File: src/hw/rtl/ffse_pkg.sv
package ffse_pkg;

    localparam int FIELD_WIDTH_DEF  = 320;
    localparam int FIELD_HEIGHT_DEF = 200;
    localparam int BED_MARGIN_DEF   = 10;
    localparam int MATCH_SPAN_DEF   = 5;

    localparam logic [5:0] WALK_HALF   = 6'd20;
    localparam logic [7:0] COOL_FLOOR  = 8'd4;
    localparam logic [7:0] BURN_LEVEL  = 8'd50;
    localparam logic [7:0] CATCH_LEVEL = 8'd10;
    localparam logic [7:0] FULL_HEAT   = 8'd255;

    typedef enum logic [2:0] {
        REQ_MATCH  = 3'd0,
        REQ_GROW   = 3'd1,
        REQ_ZERO   = 3'd2,
        REQ_SMOOTH = 3'd3,
        REQ_SEED   = 3'd4,
        REQ_RISE   = 3'd5,
        REQ_READ   = 3'd6
    } req_code_t;

    localparam logic [0:0] REG_IGNITION = 1'd0;
    localparam logic [0:0] REG_BIAS     = 1'd1;

    typedef struct packed {
        logic [2:0] req_type;
        logic [9:0] column;
        logic [9:0] row;
        logic [6:0] ignite_draw;
        logic [5:0] walk_draw;
        logic [1:0] jitter_draw;
        logic [1:0] cool_draw;
    } in_beat_t;

    typedef struct packed {
        logic [7:0] value;
        logic       write_skipped;
    } out_beat_t;

    // classified operation handed from front to back
    typedef enum logic [3:0] {
        OP_NONE   = 4'd0,
        OP_MATCH  = 4'd1,
        OP_GROW   = 4'd2,
        OP_ZERO   = 4'd3,
        OP_SMOOTH = 4'd4,
        OP_HOLD   = 4'd5,
        OP_SEED   = 4'd6,
        OP_RISE   = 4'd7,
        OP_RCOLD  = 4'd8,
        OP_READ   = 4'd9,
        OP_SKIP   = 4'd10
    } op_t;

    typedef struct packed {
        op_t        op;
        logic [9:0] x;
        logic [9:0] y;
        logic [6:0] ign;
        logic [5:0] walk;
        logic [1:0] jit;
        logic [1:0] cool;
    } cmd_t;

endpackage

File: src/hw/rtl/ffse_front.sv
module ffse_front #(
    parameter int FIELD_WIDTH  = ffse_pkg::FIELD_WIDTH_DEF,
    parameter int FIELD_HEIGHT = ffse_pkg::FIELD_HEIGHT_DEF,
    parameter int BED_MARGIN   = ffse_pkg::BED_MARGIN_DEF,
    parameter int MATCH_SPAN   = ffse_pkg::MATCH_SPAN_DEF
) (
    input  logic               clk,
    input  logic               rst_n,
    input  logic               in_valid,
    output logic               in_ready,
    input  ffse_pkg::in_beat_t in_data,
    output logic               q_valid,
    input  logic               q_ready,
    output ffse_pkg::cmd_t     q_data
);
    import ffse_pkg::*;

    localparam int QD = 2;
    localparam logic [10:0] BED_LO = 11'(BED_MARGIN);
    localparam logic [10:0] BED_HI = 11'(FIELD_WIDTH - BED_MARGIN);
    localparam logic [10:0] MS_HI  = 11'(FIELD_WIDTH - BED_MARGIN - MATCH_SPAN);
    localparam logic [10:0] FW     = 11'(FIELD_WIDTH);
    localparam logic [10:0] FH     = 11'(FIELD_HEIGHT);

    cmd_t       q_reg [QD];
    logic [1:0] cnt_reg;
    logic       wp_reg;
    logic       rp_reg;
    cmd_t       cmd;
    logic [10:0] x;
    logic [10:0] y;
    logic       in_bed;
    logic       push;
    logic       pop;

    assign x = {1'b0, in_data.column};
    assign y = {1'b0, in_data.row};
    assign in_bed = (x >= BED_LO) && (x < BED_HI);

    always_comb
    begin
        cmd.x = in_data.column;
        cmd.y = in_data.row;
        cmd.ign = in_data.ignite_draw;
        cmd.walk = (in_data.walk_draw > 6'd40) ? 6'd40 : in_data.walk_draw;
        cmd.jit = (in_data.jitter_draw > 2'd2) ? 2'd2 : in_data.jitter_draw;
        cmd.cool = in_data.cool_draw;
        cmd.op = OP_NONE;
        case (req_code_t'(in_data.req_type))
            REQ_MATCH:
            begin
                cmd.op = OP_MATCH;
                if (x > MS_HI)
                begin
                    cmd.x = MS_HI[9:0];
                end
                else if (x < BED_LO)
                begin
                    cmd.x = BED_LO[9:0];
                end
            end
            REQ_GROW:   cmd.op = in_bed ? OP_GROW : OP_NONE;
            REQ_ZERO:   cmd.op = in_bed ? OP_ZERO : OP_NONE;
            REQ_SMOOTH:
            begin
                if (in_bed)
                begin
                    cmd.op = ((x - 11'd1 >= BED_LO) && (x + 11'd1 < BED_HI)) ?
                             OP_SMOOTH : OP_HOLD;
                end
            end
            REQ_SEED:   cmd.op = in_bed ? OP_SEED : OP_NONE;
            REQ_RISE:   cmd.op = (x < FW && y >= 11'd1 && y < FH) ? OP_RISE : OP_SKIP;
            REQ_READ:   cmd.op = (x < FW && y < FH) ? OP_READ : OP_NONE;
            default:    cmd.op = OP_NONE;
        endcase
    end

    assign in_ready = (cnt_reg != 2'(QD));
    assign q_valid  = (cnt_reg != 2'd0);
    assign q_data   = q_reg[rp_reg];
    assign push     = in_valid && in_ready;
    assign pop      = q_valid && q_ready;

    always_ff @(posedge clk)
    begin
        if (push)
        begin
            q_reg[wp_reg] <= cmd;
        end
    end

    always_ff @(posedge clk or negedge rst_n)
    begin
        if (!rst_n)
        begin
            cnt_reg <= 2'd0;
            wp_reg  <= 1'b0;
            rp_reg  <= 1'b0;
        end
        else
        begin
            if (push)
            begin
                wp_reg <= ~wp_reg;
            end
            if (pop)
            begin
                rp_reg <= ~rp_reg;
            end
            cnt_reg <= cnt_reg + 2'(push) - 2'(pop);
        end
    end

endmodule

File: config.mk
export PLATFORM = sky130hd
export DESIGN_NAME = ffse_front
export DESIGN_NICKNAME = d
export VERILOG_FILES = /design/src/hw/rtl/ffse_pkg.sv /design/src/hw/rtl/ffse_front.sv
export SDC_FILE = /design/constraint.sdc
export NUM_CORES = 1
export LEC_CHECK = 0
export ABC_CLOCK_PERIOD_IN_PS = 8900
export BUFFER_PORTS_ARGS = -buffer_cell sky130_fd_sc_hd__buf_2
export CAP_MARGIN = 15
export CORE_UTILIZATION = 58
export DETAILED_ROUTE_END_ITERATION = 8
export GPL_TIMING_DRIVEN = 0
export HOLD_SLACK_MARGIN = 0.05
export PLACE_DENSITY = 0.86
export SLEW_MARGIN = 15
export SYNTH_ARGS = -nofsm -noshare
export SYNTH_HDL_FRONTEND = slang
export SYNTH_SLANG_ARGS = --single-unit
export TNS_END_PERCENT = 1
File: constraint.sdc
create_clock -name clk -period 8.9 [get_ports clk]
set_clock_uncertainty 0.1 [all_clocks]
set_input_delay 0.89 -clock clk [delete_from_list [all_inputs] [get_ports clk]]
set_output_delay 0.89 -clock clk [all_outputs]
set_load 0.02 [all_outputs]
# == After elaboration in Yosys (flattened, before gate mapping) ==
# Memories as Yosys holds them, arrays and structs flattened.
# Index checks and enable logic that the tools add are counted.
# totals
regBits,4
ram_bits,82
input_bits,44
elab_cells,52
memories,1
# op_classes
n_addsub,4
magnitude_cmp,11
eq_ne,7
n_mux,15
bitwise_logic,2
n_reduce_logical,9
# mem_list
name,depth,word_bits,read_ports,rd_ports_with_merged_regs,write_ports,line_no,text
q_reg,2,41,1,0,1,ffse_front.sv:25,cmd_t q_reg [QD];
# op_table
operator,count
$mux 10,3
$pmux 4 s7,1
$lt 10x9->1 const B,2
$add 10x1->11 const B,1
$ge 11x4->1 const B,1
$lt 11x9->1 const B,1
$sub 10x1->11 const B,1
$ge 10x1->1 const B,1
$ge 10x4->1 const B,1
$gt 10x9->1 const B,1
$lt 10x4->1 const B,1
$lt 10x8->1 const B,1
$eq 3x3->1 const B,3
$mux 4,2
$logic_and 1x1->1,7
$eq 3x2->1 const B,2
$gt 6x6->1 const B,1
$mux 2,3
$mux 3,2
$mux 6,1
$eq 3x1->1 const B,1
$logic_not 3->1,1
$mux 1,3
$add 2x1->2,1
5 further kinds,6

# == Longest topological paths before layout ==
# logic_depth
word_depth,6
mapped_depth,9
depth_no_buf,8

# == Least setup slack after synthesis ==
# OpenSTA, ideal clock, no wires.
# synth_path
path_type,input -> register
startpoint,in in_valid
endpoint,"mem q_reg[0][0] in the netlist's numbering, enable pin"
setup_time_ps,439
t_arrival_ps,2718
setup_slack_ps,5642
cell_stages,2
path_buffers,0
path_cell_list,nand2_1 > nor2_1
# synth_between
elab_chain_cells,3
# synth_rtl
item,line_no,text
start: declaration,ffse_front.sv:9,"input logic in_valid,"
$logic_and 1x1->1,ffse_front.sv:82,assign push = in_valid && in_ready;
$mux 1,ffse_front.sv:87,if (push)
$mux 1 (implied by the code),ffse_front.sv:89,q_reg[wp_reg] <= cmd;
end: declaration,ffse_front.sv:25,
# Every way passes these cells.

==> results_dict.tcl <==
set metrics [dict create \
    status "finished with violations" \
    failed_checks "design-rule violations" \
    syn-cell-area_mm2 0.00391 \
    die_w_um 84.1 \
    first_global_vias 2483 \
    p_leak_nw 1.76 \
    drv_cap 0 \
    cts_made_buffers 9 \
    antenna_found_initial 0 \
    irDropWorstVdd_mv 0.121 \
    drt-total-wl_um 7290 \
    synth_edf_count 82 \
    hold_class "in -> async" \
    cp_max_fo 10 \
    htreeDepth 3 \
    finalSetupTns_ps 0 \
    rows 29 \
    overflow 0 \
    period_share_pct 33.5 \
    setup_viol 0 \
    dr.pass1.iters 6 \
    cp-end-kind "output port" \
    async_flop_share_pct 4.65 \
    drtIter0Drc 92 \
    cts_setup_buffers 0 \
    start_util_pct 60.8 \
    cp-start-kind "flop" \
    worst_pin_slew_ps 691 \
    diodes 0 \
    cts_resized 0 \
    setup_ws_ps 5920 \
    drc 14 \
    port_buffers 84 \
    yosysSeqAreaShare_pct 65.6 \
    die_area_mm2 0.00707 \
    crit_path_top_delay_cell "clkbuf_1" \
    routedWlPerCell_um 16.6 \
    coreArea_mm2 0.00642 \
    crit_required_ps 7910 \
    grt_max_degree 23 \
    grt_pass1_wl_um 11600 \
    vias 2499 \
    grtUsageTotal_pct 21.5 \
    largest_reg_flops 82 \
    cts_tree "built" \
    relSlewSlack_pct 53.8 \
    clock_latency_ps 350 \
    timing_hold_violations_final 0 \
    yosysWarningCount 0 \
    synth_cell_types 50 \
    maxSlewViolCount 0 \
    clockBufferDepth 2 \
    rsz0062_at_grt "false" \
    path_clk_slew_ps 90 \
    die_h_um 84.1 \
    layout-drive-gt1-share_pct 45.3 \
    synthFlopType "edfxtp_1" \
    fmax_ghz 0.336 \
    synth-seq-cells 86 \
    final_nets 406 \
    fin_crit_ps 2980 \
    synth_area_per_cell_um2 15.0 \
    hpwl_um 5260 \
    syn_inst 260 \
    arrival_ps 1990 \
    area_growth_pct 19.4 \
    io_pins 87 \
    power_density_mw_per_mm2 285 \
    ctsHoldBuffers 0 \
    ant_nets 0 \
    cts.sinks 86 \
    synth_nets 309 \
    clockRootBuffer "clkbuf_8" \
    criticalPathCategory "reg -> out" \
    cp_common_cell "clkbuf_1" \
    dp_slack_ps 5750 \
    slowest_delay_ps 470 \
    viasPerCell 5.69 \
    place.gp.congestion 0.870 \
    crit_path_cell_trace "clkbuf_1 > clkbuf_1 > mux2_2 > buf_2" \
]
-- final timing paths --
path	start	to	slack (ps)	cells past startpoint
setup / recovery	rp_reg	q_data[9]	5920	4
hold / removal	rst_n	wp_reg	230	1
setup reg to reg	cnt_reg[1]	q_reg[0][29]	6990	4
hold reg to reg	cnt_reg[0]	cnt_reg[0]	420	1
max in group asynchronous	rst_n	cnt_reg[0]	8350	1
min in group clk	cnt_reg[0]	cnt_reg[0]	420	1
-- worst max-delay path: cells and delay by family (launching register included) --
family	cells	cell delay [ps]
buffers and inverters	3	890
flip-flops	1	330
multiplexers	1	410
-- cell usage in the layout (no fill, tap or decap), types with 3 or more instances in the layout --
cell type,instances
a21oi_1,7
a31oi_1,4
and2_1,8
buf_2,89
clkbuf_1,7
clkbuf_8,9
dfrtp_1,4
edfxtp_1,82
ha_1,5
inv_1,6
inv_6,3
mux2_2,41
nand2_1,10
nor2_1,11
nor2b_1,4
nor3_1,3
nor4_1,3
o211ai_1,3
o21ai_0,6
or2_2,4
xnor2_1,4
xor2_1,4
-- synth_stat cells, types with 2 or more instances --
cell	number	area share [%]
a21oi_1	7	0.90
nor2_1	12	1.2
o211ai_1	3	0.58
dfrtp_1	4	2.6
nor3_1	3	0.38
a31oi_1	4	0.64
ha_1	5	1.6
nor2b_1	4	0.64
nand2b_1	2	0.32
nand3b_1	2	0.38
nand3_1	2	0.26
buf_2	5	0.64
clkbuf_1	7	0.67
mux2_2	41	12
o21ai_0	6	0.77
xor2_1	4	0.90
o22ai_1	2	0.32
xnor2_1	4	0.90
nand4_1	2	0.32
edfxtp_1	82	63
and3_1	2	0.32
nand2_1	10	0.96
inv_1	6	0.58
o21bai_1	2	0.38
and2_1	8	1.3
mux2i_1	2	0.51
or2_2	4	0.64
nor4_1	3	0.48
-- routing by layer --
layer  track usage, %  wire length, um  vias up  share of wire (%)
li1                 -                -     1189                  -
met1             25.0             2820     1203                 39
met2             38.1             3900       94                 53
met3             3.36              416       13                5.7
met4             11.6              164        0                2.2
met5                0                0        -                  0
-- where the power goes --
part / internal (mW) / switching [mW] / total (mW)
clock: 0.104 / 0.141 / 0.245
combinational: 0.204 / 0.301 / 0.504
sequential: 0.555 / 0.0245 / 0.580
-- through the flow --
stage / area [um2] / std cells / hold WS (ps) / total power, mW / util (%)
floorplan: 3910 / 260 / 361 / 0.928 / -
global placement: 4420 / 421 / 375 / 1.06 / 68.9
detailed placement: 4490 / 423 / 399 / 1.10 / 69.9
CTS: 4670 / 439 / 218 / 1.34 / 72.7
global route: 4670 / 439 / 227 / 1.39 / 72.7
finish: 4670 / 439 / 227 / 1.33 / 72.7
-- logic make-up (layout without fill, tap and decap cells) --
kind of cell	after synthesis	after routing	share of synthesized area (%)
mux	43	43	12.3
simple gates	63	63	9.29
flops	86	86	65.6
xor+xnor	8	8	1.79
compound gates	35	35	7.08
buf+inv	19	121	2.08
fa+ha+maj	6	6	1.86
-- final cells by class --
type | count | area (um2)
multi-input cells | 155 | 1270
repair buffers | 86 | 475
clock inverters | 7 | 55.1
flip-flops and latches | 86 | 2560
fillers | 420 | 1760
inverters | 6 | 22.5
well taps | 77 | 96.3
clock buffers | 9 | 124
plain buffers | 13 | 58.8
(Power assumes the default switching activity.)
